--- src/bole_pkg.sv ---
// Shared types and codes for the bounded ordered list engine.
// Used by the channel interfaces, the controller and the top level.
package bole_pkg;

  localparam int COMMAND_W  = 3;
  localparam int VALUE_W    = 32;
  localparam int POSITION_W = 8;
  localparam int COUNT_W    = 9;
  localparam int STATUS_W   = 2;

  typedef enum logic [COMMAND_W-1:0] {
    CMD_ADD_BACK   = 3'd0,
    CMD_POP_BACK   = 3'd1,
    CMD_PUSH_FRONT = 3'd2,
    CMD_POP_FRONT  = 3'd3,
    CMD_INSERT     = 3'd4,
    CMD_ERASE      = 3'd5,
    CMD_SIZE       = 3'd6,
    CMD_CLEAR      = 3'd7
  } cmd_code_t;

  typedef enum logic [STATUS_W-1:0] {
    ST_OK    = 2'd0,
    ST_EMPTY = 2'd1,
    ST_FULL  = 2'd2,
    ST_RANGE = 2'd3
  } status_t;

  typedef enum logic [2:0] {
    S_IDLE,
    S_EXEC,
    S_POP,
    S_INS,
    S_INS_LAST,
    S_ERA_HEAD,
    S_ERA,
    S_RESP
  } state_t;

  typedef struct packed {
    cmd_code_t                    command;
    logic signed [VALUE_W-1:0]    value;
    logic        [POSITION_W-1:0] position;
  } cmd_t;

  typedef struct packed {
    logic signed [VALUE_W-1:0] removed_value;
    logic        [COUNT_W-1:0] entry_count;
    status_t                   status;
  } result_t;

endpackage

--- src/bole_ctrl.sv ---
// Command sequencer of the list engine: head and count registers, ring
// addressing and the read-modify-write walk over the value store.
// Depends on bole_pkg; drives an external bole_ram.
module bole_ctrl #(
  parameter int CAPACITY   = 256,
  parameter int DATA_WIDTH = 32
) (
  input  logic                          clk,
  input  logic                          rst,
  input  logic                          cmd_valid,
  output logic                          cmd_ready,
  input  bole_pkg::cmd_t                cmd,
  input  logic                          res_free,
  output logic                          res_load,
  output bole_pkg::result_t             res,
  output logic                          mem_we,
  output logic [$clog2(CAPACITY)-1:0]   mem_waddr,
  output logic [DATA_WIDTH-1:0]         mem_wdata,
  output logic                          mem_re,
  output logic [$clog2(CAPACITY)-1:0]   mem_raddr,
  input  logic [DATA_WIDTH-1:0]         mem_rdata
);

  localparam int AW = $clog2(CAPACITY);
  localparam int CW = $clog2(CAPACITY + 1);
  localparam int XW = (CW > bole_pkg::COUNT_W) ? CW : bole_pkg::COUNT_W;

  bole_pkg::state_t    state, state_next;
  bole_pkg::cmd_code_t op, op_next;
  bole_pkg::status_t   status, status_next;
  logic [DATA_WIDTH-1:0]                val_reg, val_next;
  logic [bole_pkg::POSITION_W-1:0]      pos_reg, pos_next;
  logic [AW-1:0]                        head, head_next;
  logic [CW-1:0]                        count, count_next;
  logic [CW-1:0]                        idx, idx_next;
  logic signed [bole_pkg::VALUE_W-1:0]  removed, removed_next;

  logic signed [63:0]                   val_wide;
  logic signed [63:0]                   rd_wide;
  logic [XW-1:0] pos_x, pos1_x, count_x, idx_x;
  logic          full, empty, accept;
  logic          pop_go, ins_shift, era_go;
  logic [AW-1:0] head_inc, head_dec;
  logic [CW-1:0] idx_p1, idx_p2;

  // Ring address of element i counted from the head; i stays below CAPACITY.
  function automatic logic [AW-1:0] slot(input logic [AW-1:0] h, input logic [CW-1:0] i);
    logic [CW:0] s;
    s = (CW+1)'(h) + (CW+1)'(i);
    if (s >= (CW+1)'(CAPACITY)) begin
      s = s - (CW+1)'(CAPACITY);
    end
    return AW'(s);
  endfunction

  assign cmd_ready = (state == bole_pkg::S_IDLE);
  assign accept    = cmd_valid && cmd_ready;

  assign val_wide = 64'(cmd.value);
  assign rd_wide  = 64'(signed'(mem_rdata));

  assign pos_x   = XW'(pos_reg);
  assign pos1_x  = pos_x + XW'(1);
  assign count_x = XW'(count);
  assign idx_x   = XW'(idx);
  assign full    = (count == CW'(CAPACITY));
  assign empty   = (count == '0);
  assign idx_p1  = idx + CW'(1);
  assign idx_p2  = CW'({1'b0, idx} + (CW+1)'(2));

  assign head_inc = (head == AW'(CAPACITY - 1)) ? '0 : head + AW'(1);
  assign head_dec = (head == '0) ? AW'(CAPACITY - 1) : head - AW'(1);

  assign pop_go    = ((op == bole_pkg::CMD_POP_BACK) || (op == bole_pkg::CMD_POP_FRONT))
                     && !empty;
  assign ins_shift = (op == bole_pkg::CMD_INSERT) && (pos_x < count_x) && !full
                     && (count_x > pos1_x);
  assign era_go    = (op == bole_pkg::CMD_ERASE) && (pos1_x < count_x);

  always_comb begin
    state_next = state;
    unique case (state)
      bole_pkg::S_IDLE: begin
        if (accept) state_next = bole_pkg::S_EXEC;
      end
      bole_pkg::S_EXEC: begin
        if (pop_go)         state_next = bole_pkg::S_POP;
        else if (ins_shift) state_next = bole_pkg::S_INS;
        else if (era_go)    state_next = bole_pkg::S_ERA_HEAD;
        else                state_next = bole_pkg::S_RESP;
      end
      bole_pkg::S_POP:      state_next = bole_pkg::S_RESP;
      bole_pkg::S_INS: begin
        if (idx_x <= pos1_x) state_next = bole_pkg::S_INS_LAST;
      end
      bole_pkg::S_INS_LAST: state_next = bole_pkg::S_RESP;
      bole_pkg::S_ERA_HEAD: begin
        if (XW'(idx_p1) < count_x) state_next = bole_pkg::S_ERA;
        else                       state_next = bole_pkg::S_RESP;
      end
      bole_pkg::S_ERA: begin
        if (XW'(idx_p2) >= count_x) state_next = bole_pkg::S_RESP;
      end
      bole_pkg::S_RESP: begin
        if (res_free) state_next = bole_pkg::S_IDLE;
      end
      default: state_next = bole_pkg::S_IDLE;
    endcase
  end

  always_comb begin
    op_next      = op;
    status_next  = status;
    val_next     = val_reg;
    pos_next     = pos_reg;
    head_next    = head;
    count_next   = count;
    idx_next     = idx;
    removed_next = removed;
    mem_we       = 1'b0;
    mem_waddr    = '0;
    mem_wdata    = val_reg;
    mem_re       = 1'b0;
    mem_raddr    = '0;
    res_load     = 1'b0;
    unique case (state)
      bole_pkg::S_IDLE: begin
        if (accept) begin
          op_next      = cmd.command;
          val_next     = val_wide[DATA_WIDTH-1:0];
          pos_next     = cmd.position;
          removed_next = '0;
          status_next  = bole_pkg::ST_OK;
        end
      end
      bole_pkg::S_EXEC: begin
        unique case (op)
          bole_pkg::CMD_ADD_BACK: begin
            if (full) begin
              status_next = bole_pkg::ST_FULL;
            end else begin
              mem_we     = 1'b1;
              mem_waddr  = slot(head, count);
              count_next = count + CW'(1);
            end
          end
          bole_pkg::CMD_POP_BACK: begin
            if (empty) begin
              status_next = bole_pkg::ST_EMPTY;
            end else begin
              mem_re     = 1'b1;
              mem_raddr  = slot(head, count - CW'(1));
              count_next = count - CW'(1);
            end
          end
          bole_pkg::CMD_PUSH_FRONT: begin
            if (full) begin
              status_next = bole_pkg::ST_FULL;
            end else begin
              mem_we     = 1'b1;
              mem_waddr  = head_dec;
              head_next  = head_dec;
              count_next = count + CW'(1);
            end
          end
          bole_pkg::CMD_POP_FRONT: begin
            if (empty) begin
              status_next = bole_pkg::ST_EMPTY;
            end else begin
              mem_re     = 1'b1;
              mem_raddr  = head;
              head_next  = head_inc;
              count_next = count - CW'(1);
            end
          end
          bole_pkg::CMD_INSERT: begin
            // The range check takes precedence over the full check.
            if (pos_x >= count_x) begin
              status_next = bole_pkg::ST_RANGE;
            end else if (full) begin
              status_next = bole_pkg::ST_FULL;
            end else if (ins_shift) begin
              mem_re    = 1'b1;
              mem_raddr = slot(head, count - CW'(1));
              idx_next  = count - CW'(1);
            end else begin
              mem_we     = 1'b1;
              mem_waddr  = slot(head, CW'(pos1_x));
              count_next = count + CW'(1);
            end
          end
          bole_pkg::CMD_ERASE: begin
            if (!era_go) begin
              status_next = bole_pkg::ST_RANGE;
            end else begin
              mem_re    = 1'b1;
              mem_raddr = slot(head, CW'(pos1_x));
              idx_next  = CW'(pos1_x);
            end
          end
          bole_pkg::CMD_SIZE: begin
          end
          bole_pkg::CMD_CLEAR: begin
            count_next = '0;
            head_next  = '0;
          end
        endcase
      end
      bole_pkg::S_POP: begin
        removed_next = rd_wide[bole_pkg::VALUE_W-1:0];
      end
      bole_pkg::S_INS: begin
        // Move element idx up one slot while fetching the one below it.
        mem_we    = 1'b1;
        mem_waddr = slot(head, idx_p1);
        mem_wdata = mem_rdata;
        if (idx_x > pos1_x) begin
          mem_re    = 1'b1;
          mem_raddr = slot(head, idx - CW'(1));
          idx_next  = idx - CW'(1);
        end
      end
      bole_pkg::S_INS_LAST: begin
        mem_we     = 1'b1;
        mem_waddr  = slot(head, CW'(pos1_x));
        count_next = count + CW'(1);
      end
      bole_pkg::S_ERA_HEAD: begin
        removed_next = rd_wide[bole_pkg::VALUE_W-1:0];
        if (XW'(idx_p1) < count_x) begin
          mem_re    = 1'b1;
          mem_raddr = slot(head, idx_p1);
        end else begin
          count_next = count - CW'(1);
        end
      end
      bole_pkg::S_ERA: begin
        // Read data holds element idx+1; it moves down into slot idx.
        mem_we    = 1'b1;
        mem_waddr = slot(head, idx);
        mem_wdata = mem_rdata;
        idx_next  = idx_p1;
        if (XW'(idx_p2) < count_x) begin
          mem_re    = 1'b1;
          mem_raddr = slot(head, idx_p2);
        end else begin
          count_next = count - CW'(1);
        end
      end
      bole_pkg::S_RESP: begin
        res_load = res_free;
      end
      default: begin
      end
    endcase
  end

  assign res.removed_value = removed;
  assign res.entry_count   = bole_pkg::COUNT_W'(count);
  assign res.status        = status;

  always_ff @(posedge clk) begin
    if (rst) begin
      state <= bole_pkg::S_IDLE;
      head  <= '0;
      count <= '0;
    end else begin
      state <= state_next;
      head  <= head_next;
      count <= count_next;
    end
    op      <= op_next;
    status  <= status_next;
    val_reg <= val_next;
    pos_reg <= pos_next;
    idx     <= idx_next;
    removed <= removed_next;
  end

  a_count_bound: assert property (@(posedge clk) disable iff (rst)
    count <= CW'(CAPACITY))
    else $error("list count above capacity");

  a_head_bound: assert property (@(posedge clk) disable iff (rst)
    head <= AW'(CAPACITY - 1))
    else $error("head pointer outside the ring");

  a_no_same_slot: assert property (@(posedge clk) disable iff (rst)
    (mem_we && mem_re) |-> (mem_waddr != mem_raddr))
    else $error("store read and written at the same slot in one cycle");

  a_count_step: assert property (@(posedge clk) disable iff (rst)
    (!$past(rst) && (count != $past(count))) |->
      ((op == bole_pkg::CMD_CLEAR) || (count == $past(count) + CW'(1))
       || (count + CW'(1) == $past(count))))
    else $error("count moved by more than one entry");

  a_full_status: assert property (@(posedge clk) disable iff (rst)
    ((state == bole_pkg::S_RESP) && (status == bole_pkg::ST_FULL)) |->
      (count == CW'(CAPACITY)))
    else $error("full status reported while not full");

endmodule

--- config.mk ---
export PLATFORM = sky130hd
export DESIGN_NAME = bole_ctrl
export DESIGN_NICKNAME = d
export VERILOG_FILES = /design/src/bole_pkg.sv /design/src/bole_ctrl.sv
export SDC_FILE = /design/constraint.sdc
export NUM_CORES = 1
export LEC_CHECK = 0
export ABC_AREA = 1
export BUFFER_PORTS_ARGS = -buffer_cell sky130_fd_sc_hd__clkbuf_2
export CAP_MARGIN = 20
export CORE_AREA = 2 2 170 155
export DETAILED_ROUTE_END_ITERATION = 10
export DIE_AREA = 0 0 172 157
export PLACE_DENSITY = 0.57
export SKIP_LAST_GASP = 1
export SYNTH_ARGS = -nofsm -noshare
export SYNTH_HDL_FRONTEND = slang
export SYNTH_SLANG_ARGS = --single-unit
--- constraint.sdc ---
create_clock -name clk -period 4.8 [get_ports clk]
set_clock_uncertainty 0.15 [all_clocks]
set_input_delay 0 -clock clk [delete_from_list [all_inputs] [get_ports clk]]
set_output_delay 0 -clock clk [all_outputs]
set_load 0.05 [all_outputs]
Word level (Yosys, flattened, before mapping)

Cells that the tools add are included.
W data, S select, Z words.

Flip-flop bits (word level): 106
Input port bits: 79
Logic and storage cells: 196

$add $sub $neg: 22
Magnitude comparators: 16
Equal/unequal tests: 36
Mux-type cells: 82
Reductions and logical operators: 31

Operators with widths:

| cell                  | number |
|---|---|
| $mux W8               | 25 |
| $mux W9               | 12 |
| $pmux W8 S4           | 3 |
| $pmux W9 S4           | 2 |
| $add A8 B9 Y10        | 7 |
| $ge A10 B9 Y1 const B | 7 |
| $mux W32              | 2 |
| $pmux W32 S2          | 1 |
| $sub A8 B1 Y8 const B | 8 |
| $pmux W8 S3           | 2 |
| $ne A3 B3 Y1 const B  | 10 |
| $lt A9 B9 Y1          | 3 |
| $pmux W9 S3           | 1 |
| $eq A3 B3 Y1 const B  | 7 |
| $pmux W3 S7           | 1 |
| $add A9 B1 Y9 const B | 2 |
| $gt A9 B9 Y1          | 2 |
| $mux W3               | 6 |
| $pmux W9 S2           | 1 |
| $sub A9 B1 Y9 const B | 2 |
| $ne A2 B2 Y1 const B  | 8 |
| $mux W1               | 14 |
| $eq A3 B2 Y1 const B  | 4 |
| $mux W2               | 6 |
| other kinds (34)      | 51 |

Logic depth before layout (Yosys ltp)

Gate-level depths: netlist of run 1.

Depth after elaboration: 9
Depth in mapped cells: 20
Depth with buffers taken out: 20

Least setup slack after synthesis of run 1

No wires, ideal clock.

Path kind: register to register
Start point: reg state[2]
End point: reg removed[0] in the netlist's numbering (enable)
Data arrival time: 3.875 ns
Required time: 4.184 ns
Setup slack: 0.309 ns
Cell stages (with the launch flop): 7
Path buffers: 1
Cells stage by stage: dfxtp_1 -> buf_4 -> nor2_2 -> inv_1 -> nor2_1 -> inv_1 -> o21ai_0

Cells in the longest elaborated chain, start to end: 4
Elaborated cells on any way between the ends: 8
Those cells by class: eq/ne (3); reduce/logical (5)

Ends and longest elaborated chain:

| what                            | RTL line         | source |
|---|---|---|
| from (decl)                     | bole_ctrl.sv:28  | `bole_pkg::state_t state, state_next;` |
| from (signal assigned)          | bole_ctrl.sv:264 | `state <= bole_pkg::S_IDLE;` |
| from (signal assigned)          | bole_ctrl.sv:268 | `state <= state_next;` |
| $logic_not A3 Y1 (*)            | bole_ctrl.sv:56  | `assign cmd_ready = (state == bole_pkg::S_IDLE);` |
| net cmd_ready                   | bole_ctrl.sv:11  | `output logic cmd_ready,` |
| $logic_and A1 B1 Y1             | bole_ctrl.sv:57  | `assign accept = cmd_valid && cmd_ready;` |
| $ne A2 B1 Y1 (no line)          | -                |  |
| $reduce_and A2 Y1 (no line) (*) | -                |  |
| to (signal assigned)            | bole_ctrl.sv:277 | `removed <= removed_next;` |
| to (decl)                       | bole_ctrl.sv:36  | `logic signed [bole_pkg::VALUE_W-1:0] removed, removed_next;` |

Mark *: on every way through the listed nets, which the timed path passes. The rest lies on a longest branch.
A chain may end at the register's enable or synchronous reset.

Worst setup path after layout of run 1

Start point: reg idx[1]
End point: out mem_re

Cells in the longest elaborated chain, start to end: 4
Elaborated cells on any way between the ends: 9
Those cells by class: add/sub (2); order compare (3); mux (4)

Ends and longest elaborated chain:

| what                                                  | RTL line                           | source |
|---|---|---|
| from (decl)                                           | bole_ctrl.sv:35                    | `logic [CW-1:0] idx, idx_next;` |
| from (signal assigned)                                | bole_ctrl.sv:276                   | `idx <= idx_next;` |
| $add A9 B2 Y9 / $add A9 B1 Y9 (equally long branches) | bole_ctrl.sv:69, bole_ctrl.sv:68   |  |
| $lt A9 B9 Y1, on equally long branches                | bole_ctrl.sv:243, bole_ctrl.sv:230 |  |
| $mux W1, on equally long branches                     | bole_ctrl.sv:243, bole_ctrl.sv:230 |  |
| $pmux W1 S4 (*)                                       | bole_ctrl.sv:126                   | `unique case (state)` |
| to (decl)                                             | bole_ctrl.sv:19                    | `output logic mem_re,` |

Every way passes the cells marked *; elsewhere a longest branch is shown, timed or not.

==> results of run 1 <==
-- worst paths after layout --
path	end	slack, ns	cells after the start
setup / recovery	mem_re	0.63	18
hold / removal	state[0]	0.12	5
setup reg to reg	count[7]	1.09	19
hold reg to reg	count[7]	0.49	2
-- through the flow --
| stage | util [%] | instance area (µm²) | worst slack, ns | hold slack [ns] |
|---|---|---|---|---|
| 6_report | 48.9 | 12200 | 0.632 | 0.119 |
| 5_1_grt | 48.9 | 12200 | 0.344 | 0.161 |
| 4_1_cts | 48.9 | 12200 | 0.647 | 0.118 |
| 3_5_place_dp | 44.6 | 11200 | 1.04 | 0.0286 |
| 3_3_place_gp | 44.6 | 11200 | 1.13 | 0.0277 |
| 2_1_floorplan | - | 9970 | 0.309 | -0.0715 |
-- logic make-up (layout without fill, tap and decap cells) --
group / after synthesis / count (layout)
xor gates and xnor gates: 66 / 66
AOI/OAI and AO/OA: 236 / 236
and+or+nand+nor: 613 / 613
adders and majority gates: 110 / 110
DFF: 106 / 106
buffers and inverters: 224 / 468
-- per-layer routing --
metal	track usage, %	vias to the layer above	share of wire, %	wire [µm]
li1	-	4989	-	-
met1	36.0	4673	45	15800
met2	42.2	355	47	16300
met3	4.68	39	6.6	2310
met4	5.76	0	1.6	560
met5	0	-	0	0
-- where the power goes --
part / total (µW) / internal [µW] / switching, µW
Clock: 818 / 417 / 401
Combinational: 6650 / 1850 / 4800
Sequential: 1810 / 1450 / 354
-- cells in the final DEF (no fill, tap or decap), types with 10 or more instances in the layout --
master and count:
nand2_1 304, inv_1 179, clkbuf_2 173, nor2_1 143, ha_1 103, o21ai_0 91
edfxtp_1 86, nand3_1 85, dlygate4sd3_1 77, a21oi_1 70, xor2_1 49, nand4_1 21
dfxtp_1 20, xnor2_1 16, o211ai_1 15, nor3_1 11, inv_2 11, a31oi_1 11
nor2_4 10, a21oi_2 10
-- worst max-delay path, cell delays in order, from the launching register on --
cell and delay (ns):
edfxtp_1 0.53, ha_1 0.28, nand2_1 0.08, inv_1 0.06
nand2_1 0.08, xor2_1 0.36, nand2_1 0.08, o21ai_0 0.26
ha_1 0.35, nand2_1 0.06, nor2_1 0.05, nand3b_1 0.07
nand3_1 0.12, nor2_2 0.23, inv_1 0.16, nand2_1 0.21
inv_2 0.23, nand3_1 0.15, clkbuf_2 0.30
-- repair_timing --
action	CTS	global route
endpoints found under the hold margin	78	0
resized for setup	0	0
hold buffers	77	0
-- cell type report --
cell class / count / area, µm²
Timing Repair Buffer: 259 / 1700
Clock buffer: 9 / 225
Multi-Input combinational cell: 1025 / 6100
Fill cell: 2556 / 12800
Clock inverter: 7 / 83.8
Sequential cell: 106 / 2980
Inverter: 193 / 727
Tap cell: 342 / 428
==> flow_metrics.env, run 1 <==
export IMPL_place_congestion=0.945
export IMPL_grt_pass1_wl_um=53200
export IMPL_antenna_found_initial=0
export IMPL_avgSynthCellArea_um2=7.36
export IMPL_post_cts_setup_buffers=0
export IMPL_cts_htree_levels=3
export IMPL_io_pins=174
export IMPL_fmax_mhz=240
export IMPL_setup_viol=0
export IMPL_postRouteAntennaNets=0
export IMPL_async_flop_share_pct=0
export IMPL_power_leakage_uw=0.00610
export IMPL_die_h_um=157
export IMPL_dieArea_um2=27000
export IMPL_synth_compound_area_share_pct=13.7
export IMPL_yosys_warnings=0
export IMPL_via_count=10100
export IMPL_clock_root_buffer="clkbuf_16"
export IMPL_avgViaCountPerCell=5.18
export IMPL_drt_wl_total_um=35000
export IMPL_startpoint="idx[1]"
export IMPL_synth_common_cells="nand2_1, inv_1, nor2_1, ha_1, o21ai_0"
export IMPL_clock_latency_ns=0.36
export IMPL_worstMarginPinSlew_ns=0.944
export IMPL_cap_violations=0
export IMPL_yosys_area_share_simple_pct=27.1
export IMPL_instances_no_fill=1941
export IMPL_layout_area_overhead_vs_synth_pct=22.9
export IMPL_synth_ff_type="edfxtp_1"
export IMPL_core_um2=25000
export IMPL_cts_path_max_buffers=2
export IMPL_path_clk_slew_ns=0.09
export IMPL_placedCellCount=1848
export IMPL_arrival_ns=4.02
export IMPL_port_buffers=173
export IMPL_finalCritPeriodShare_pct=86.8
export IMPL_hold_viol_final=0
export IMPL_fin_setup_tns_ns=0
export IMPL_slew_limit_headroom_pct=36.9
export IMPL_clock_sinks=106
export IMPL_overflow=0
export IMPL_synth_xor_area_share_pct=5.87
export IMPL_synth_seq_cells=106
export IMPL_hpwlAfterDp_um=27200
export IMPL_peakVddDrop_mv=0.363
export IMPL_grt_max_degree=47
export IMPL_cts_buffers=9
export IMPL_total_power_uw=9270
export IMPL_fin_crit_ns=4.17
export IMPL_r2r_start="idx[1]"
export IMPL_synth_edff_count=86
export IMPL_yosysUniqueCellTypes=53
export IMPL_fp_dieW_um=172
export IMPL_fp_row_count=55
export IMPL_drv_slew=0
export IMPL_worst_path_max_fanout=19
export IMPL_hold_path_class="input pin to flip-flop"
export IMPL_hp_start="res_free"
export IMPL_cp_end_kind="output port"
export IMPL_syn_nets=1544
export IMPL_post_synth_top_count_cell="nand2_1"
export IMPL_powerDensity_nw_per_um2=757
export IMPL_drt_iter0_drc=987
export IMPL_drive_gt1_share_pct=16.4
export IMPL_synth_top_area_cell="edfxtp_1"
export IMPL_drc_errors=0
export IMPL_initial_core_util_pct=39.8
export IMPL_fin_nets=1783
export IMPL_grt_setup_unrepaired="no"
export IMPL_grt_pass1_vias=9455
export IMPL_wire_per_inst_um=18.0
export IMPL_yosys_area_share_adder_pct=14.3
export IMPL_synth_seq_area_share_pct=29.9
export IMPL_ys_top_cells_by_area="edfxtp_1, ha_1, nand2_1"
export IMPL_synth_top_cell_area_share_pct=25.9
export IMPL_crit_required_ns=4.65
export IMPL_antennaDiodeCount=0
export IMPL_synth_cells=1355
export IMPL_synth_area_um2=9970
export IMPL_critical_path_class="flip-flop to output port"
export IMPL_grt_total_usage_pct=25.9
export IMPL_start_kind="flip-flop"
export IMPL_drt_pass1_iterations=5
export IMPL_cts_tree="done"
export IMPL_run_status="completed"
export IMPL_synth_mux_area_share_pct=0
export IMPL_synth_top_family_by_area="simple AND/OR/NAND/NOR gates"
No activity file was read; power rests on OpenSTA's default activity.
==> inputs of run 2 (changes only) <==
--- a/config.mk
+++ b/config.mk
@@ -11,6 +11,7 @@
 export CORE_AREA = 2 2 170 155
 export DETAILED_ROUTE_END_ITERATION = 10
 export DIE_AREA = 0 0 172 157
+export MAX_ROUTING_LAYER = met4
 export PLACE_DENSITY = 0.57
 export SKIP_LAST_GASP = 1
 export SYNTH_ARGS = -nofsm -noshare
==> run 2 against run 1 <==
Against the previous run: critical path depth unchanged; design area barely moved; combinational power about the same; power is 0.15% lower; fmax is 0.63% higher; utilization barely moved; flip-flop and latch count did not move; wire length fell by 0.66%; clock-buffer cell count is the same; register-to-register slack barely moved; hold slack worse by 0.083 ns; critical path type unchanged.
==> flow_metrics.env, run 2 (synthesis gave the netlist of run 1 again) <==
export IMPL_slew_limit_headroom_pct=34.1
export IMPL_peakVddDrop_mv=0.346
export IMPL_drc_errors=0
export IMPL_worst_path_max_fanout=19
export IMPL_cp_end_kind="output port"
export IMPL_hpwlAfterDp_um=26800
export IMPL_crit_required_ns=4.65
export IMPL_clock_sinks=106
export IMPL_clock_root_buffer="clkbuf_16"
export IMPL_initial_core_util_pct=39.8
export IMPL_fin_nets=1783
export IMPL_p_clk_share_pct=9.1
export IMPL_mostFrequentLayoutCell="nand2_1"
export IMPL_switching_share_pct=59.9
export IMPL_drv_slew=0
export IMPL_io_pins=174
export IMPL_drt_iter0_drc=892
export IMPL_drt_wl_total_um=34800
export IMPL_place_congestion=0.955
export IMPL_port_buffers=173
export IMPL_ctsResizeCount=0
export IMPL_powerDensity_nw_per_um2=755
export IMPL_p_comb_share_pct=71.5
export IMPL_p_sw_uw=5540
export IMPL_power_frac_seq_pct=19.4
export IMPL_hold_ws_ns=0.0356
export IMPL_drive_gt1_share_pct=16.4
export IMPL_final_cell_mix="nand2_1, inv_1, clkbuf_2"
export IMPL_run_status="completed"
export IMPL_fmax_mhz=241
export IMPL_fp_row_count=55
export IMPL_dieArea_um2=27000
export IMPL_start_kind="flip-flop"
export IMPL_hold_viol_final=0
export IMPL_finalCritPeriodShare_pct=86.3
export IMPL_grt_total_usage_pct=26.5
export IMPL_layout_area_overhead_vs_synth_pct=23.0
export IMPL_fin_crit_ns=4.14
export IMPL_via_count=10000
export IMPL_cts_path_max_buffers=2
export IMPL_cts_buffers=9
export IMPL_fp_dieW_um=172
export IMPL_arrival_ns=3.99
export IMPL_antennaDiodeCount=0
export IMPL_grt_pass1_wl_um=53000
export IMPL_drt_pass1_iterations=5
export IMPL_clock_latency_ns=0.37
export IMPL_core_um2=25000
export IMPL_hold_path_class="input pin to flip-flop"
export IMPL_p_int_uw=3710
export IMPL_cts_htree_levels=3
export IMPL_wire_per_inst_um=17.9
export IMPL_postRouteAntennaNets=0
export IMPL_critical_path_class="flip-flop to output port"
export IMPL_setup_viol=0
export IMPL_fin_setup_tns_ns=0
export IMPL_grt_pass1_vias=9399
export IMPL_grt_setup_unrepaired="no"
export IMPL_antenna_found_initial=0
export IMPL_avgViaCountPerCell=5.15
export IMPL_worstMarginPinSlew_ns=0.985
export IMPL_overflow=0
export IMPL_path_clk_slew_ns=0.10
export IMPL_grt_max_degree=57
export IMPL_cap_violations=0
export IMPL_post_cts_setup_buffers=0
export IMPL_finish_utilization_pct=48.9
export IMPL_power_leakage_uw=0.00610
export IMPL_die_h_um=157
export IMPL_cts_tree="done"
==> run 2: cell types whose count changed in the layout (fill, tap and decap cells not counted) <==
cell / delta
clkinv_8: +1
clkinv_2: -1
inv_8: -1
inv_6: +2
clkinv_4: -1
==> run 2: timing repair <==
action                                  4_1_cts  5_1_grt
hold buffers                                 77        0
endpoints found under the hold margin        79        0
endpoints found under the setup margin        0        0
==> run 2: final cells by class <==
class	count	area, µm²
Clock inverter	7	92.6
Inverter	193	727
Sequential cell	106	2980
Tap cell	342	428
Fill cell	2518	12800
Clock buffer	9	225
Timing Repair Buffer	259	1700
Multi-Input combinational cell	1025	6100
==> run 2: power by group through the flow <==
stage,Combinational (µW),Clock [µW],Sequential (µW)
6_report,6620,841,1800
5_1_grt,7230,892,1840
4_1_cts,6570,864,1800
3_5_place_dp,6500,0,1820
3_3_place_gp,6480,0,1800
2_1_floorplan,4320,0,2310
==> run 2: worst paths after layout <==
kind / start / cells past startpoint / to / slack (ns)
worst min register to register: count[1] / 2 / count[1] / 0.49
worst max-delay path: idx[1] / 18 / mem_re / 0.66
worst max register to register: idx[2] / 20 / count[3] / 1.10
worst min-delay path: res_free / 5 / state[1] / 0.04
==> run 2: per-layer routing <==
| layer | global-route usage, % | share of wire [%] | vias to the layer above | wire length (µm) |
|---|---|---|---|---|
| met5 | - | 0 | - | 0 |
| met4 | 5.80 | 1.9 | 0 | 663 |
| met3 | 3.57 | 7.4 | 41 | 2570 |
| met2 | 41.7 | 47 | 372 | 16300 |
| met1 | 36.6 | 44 | 4585 | 15300 |
| li1 | - | - | 5005 | - |
==> run 2: worst max-delay path, stage by stage, from the launching register on <==
cell      delay (ns)
edfxtp_1        0.53
ha_1            0.27
nand2_1         0.08
inv_1           0.05
nand2_1         0.08
xor2_1          0.32
nand2_1         0.08
o21ai_0         0.23
ha_1            0.33
nand2_1         0.07
nor2_1          0.05
nand3b_1        0.08
nand3_1         0.12
nor2_2          0.25
inv_1           0.17
nand2_1         0.22
inv_2           0.23
nand3_1         0.15
clkbuf_2        0.30
==> run 2: through the flow <==
stage	instances	instance area, µm²	power, µW	worst slack [ns]
6_report	1941	12300	9260	0.658
5_1_grt	1941	12300	9960	0.312
4_1_cts	1941	12300	9230	0.628
3_5_place_dp	1848	11200	8310	1.03
3_3_place_gp	1848	11200	8280	1.19
2_1_floorplan	1355	9970	6620	0.309
==> inputs of run 3 (changes only) <==
--- a/config.mk
+++ b/config.mk
@@ -6,7 +6,7 @@
 export NUM_CORES = 1
 export LEC_CHECK = 0
 export ABC_AREA = 1
-export BUFFER_PORTS_ARGS = -buffer_cell sky130_fd_sc_hd__clkbuf_2
+export BUFFER_PORTS_ARGS = -buffer_cell sky130_fd_sc_hd__buf_2
 export CAP_MARGIN = 20
 export CORE_AREA = 2 2 170 155
 export DETAILED_ROUTE_END_ITERATION = 10
==> run 3 against run 2 <==
Against the previous run: cell count did not move; fmax decreased by 0.28%; clock power is 8.2% lower; largest power group unchanged.
==> flow_metrics.env, run 3 (synthesis gave the netlist of run 1 again) <==
export IMPL_grt_max_degree=73
export IMPL_drt_wl_total_um=34700
export IMPL_critical_path_depth=18
export IMPL_hold_path_class="input pin to flip-flop"
export IMPL_drc_errors=0
export IMPL_initial_core_util_pct=39.8
export IMPL_grt_setup_unrepaired="no"
export IMPL_final_cell_mix="nand2_1, inv_1, buf_2"
export IMPL_critPathTopFamily="simple AND/OR/NAND/NOR gates"
export IMPL_antennaDiodeCount=0
export IMPL_slew_limit_headroom_pct=40.6
export IMPL_grt_pass1_vias=9497
export IMPL_fin_crit_ns=4.15
export IMPL_endpoint="mem_re"
export IMPL_place_congestion=0.962
export IMPL_setup_viol=0
export IMPL_fmax_mhz=241
export IMPL_p_int_uw=3680
export IMPL_cp_end_kind="output port"
export IMPL_path_clk_slew_ns=0.08
export IMPL_drive_gt1_share_pct=16.4
export IMPL_peakVddDrop_mv=0.431
export IMPL_switching_share_pct=60.1
export IMPL_port_buffers=173
export IMPL_power_leakage_uw=0.00608
export IMPL_cts_tree="done"
export IMPL_clock_root_buffer="clkbuf_16"
export IMPL_antenna_found_initial=0
export IMPL_clock_sinks=106
export IMPL_hp_start="res_free"
export IMPL_start_kind="flip-flop"
export IMPL_startpoint="idx[1]"
export IMPL_final_area_um2=12200
export IMPL_r2r_start="idx[1]"
export IMPL_run_status="completed"
export IMPL_crit_required_ns=4.65
export IMPL_clock_latency_ns=0.37
export IMPL_worst_path_max_fanout=19
export IMPL_dpl_instance_area_um2=11200
export IMPL_path_cells="ha_1, nand2_1, inv_1, nand2_1, xor2_1, nand2_1, o21ai_0, ha_1, nand2_1, nor2_1, nand3b_1, nand3_1, nor2_2, inv_1, nand2_1, inv_2, nand3_1, buf_2"
export IMPL_overflow=0
export IMPL_cts_path_max_buffers=2
export IMPL_cts_buffers=9
export IMPL_p_comb_share_pct=72.2
export IMPL_ctsResizeCount=0
export IMPL_io_pins=174
export IMPL_drt_iter0_drc=789
export IMPL_reg2reg_depth=20
export IMPL_ctsHoldBuffers=77
export IMPL_ff2ff_setup_slack_ns=1.06
export IMPL_layout_area_overhead_vs_synth_pct=22.7
export IMPL_critical_path_class="flip-flop to output port"
export IMPL_finalCritPeriodShare_pct=86.5
export IMPL_hold_viol_final=0
export IMPL_fin_setup_tns_ns=0
export IMPL_r2r_end="count[8]"
export IMPL_via_count=10000
export IMPL_grt_total_usage_pct=26.6
export IMPL_postRouteAntennaNets=0
export IMPL_power_frac_seq_pct=19.5
export IMPL_crit_buf_inv=4
export IMPL_post_cts_setup_buffers=0
export IMPL_worstMarginPinSlew_ns=0.890
export IMPL_grt_pass1_wl_um=53000
export IMPL_dieArea_um2=27000
export IMPL_fp_dieW_um=172
export IMPL_hpwlAfterDp_um=26800
export IMPL_p_sw_uw=5550
export IMPL_avgViaCountPerCell=5.17
export IMPL_critPathSlowestCell="edfxtp_1"
export IMPL_crit_path_max_incr_delay_ns=0.55
export IMPL_cap_violations=0
export IMPL_fp_row_count=55
export IMPL_powerDensity_nw_per_um2=754
export IMPL_cts_htree_levels=3
export IMPL_drv_slew=0
export IMPL_crit_top_cell="nand2_1"
export IMPL_die_h_um=157
export IMPL_wire_per_inst_um=17.9
export IMPL_core_um2=25000
export IMPL_arrival_ns=4.00
export IMPL_p_clk_share_pct=8.4
export IMPL_mostFrequentLayoutCell="nand2_1"
export IMPL_fin_nets=1783
export IMPL_drt_pass1_iterations=7
## run 3: changes by cell type in the layout (fill, tap and decap cells not counted), sizes merged
cell	previous run	this run
clkinvlp	0	2
buf	9	182
clkbuf	182	9
clkinv	4	3
bufinv	1	0
## run 3: power by group through the flow
stage / registers, µW / logic [µW] / clock network, µW
after floorplan: 2310 / 4320 / 0
after global placement: 1800 / 6510 / 0
after detailed placement: 1810 / 6510 / 0
after CTS: 1790 / 6590 / 798
after global routing: 1840 / 7250 / 824
final: 1800 / 6660 / 772
## run 3: layer usage
metal	share of wire, %	track usage (%)	vias to the layer above
met1	46	35.8	4643
met5	0	-	-
met3	6.5	5.71	56
li1	-	-	4990
met2	45	40.6	341
met4	2.3	6.92	0
## run 3: stage by stage
stage / util, % / worst slack, ns / cells / hold WS [ns] / power (µW)
floorplan: - / 0.309 / 1355 / -0.0715 / 6620
finish: 48.8 / 0.647 / 1941 / 0.127 / 9220
detailed placement: 44.6 / 1.09 / 1848 / 0.0281 / 8320
CTS: 48.8 / 0.684 / 1941 / 0.124 / 9180
global placement: 44.6 / 1.12 / 1848 / 0.0270 / 8310
global route: 48.8 / 0.293 / 1941 / 0.170 / 9920
## run 3: worst min-delay path by stage
| stage | cells past startpoint | slack (ns) | endpoint |
|---|---|---|---|
| 2_1_floorplan | 1 | -0.07 | head[3] |
| 3_3_place_gp | 1 | 0.03 | val_reg[17] |
| 3_5_place_dp | 1 | 0.03 | op[1] |
| 4_1_cts | 5 | 0.12 | state[2] |
| 5_1_grt | 5 | 0.17 | state[2] |
| 6_report | 5 | 0.13 | state[2] |
## run 3: cell type report
| type | count | area, µm² |
|---|---|---|
| Multi-Input combinational cell | 1025 | 6100 |
| Clock inverter | 7 | 68.8 |
| Fill cell | 2518 | 12800 |
| Timing Repair Buffer | 259 | 1700 |
| Clock buffer | 9 | 225 |
| Inverter | 193 | 727 |
| Tap cell | 342 | 428 |
| Sequential cell | 106 | 2980 |
## run 3: worst min-delay path, cell delays in order
cell and delay [ns]:
buf_2 0.09, o21ai_0 0.11, nand3b_1 0.23, nor2_1 0.12, nor2_1 0.05
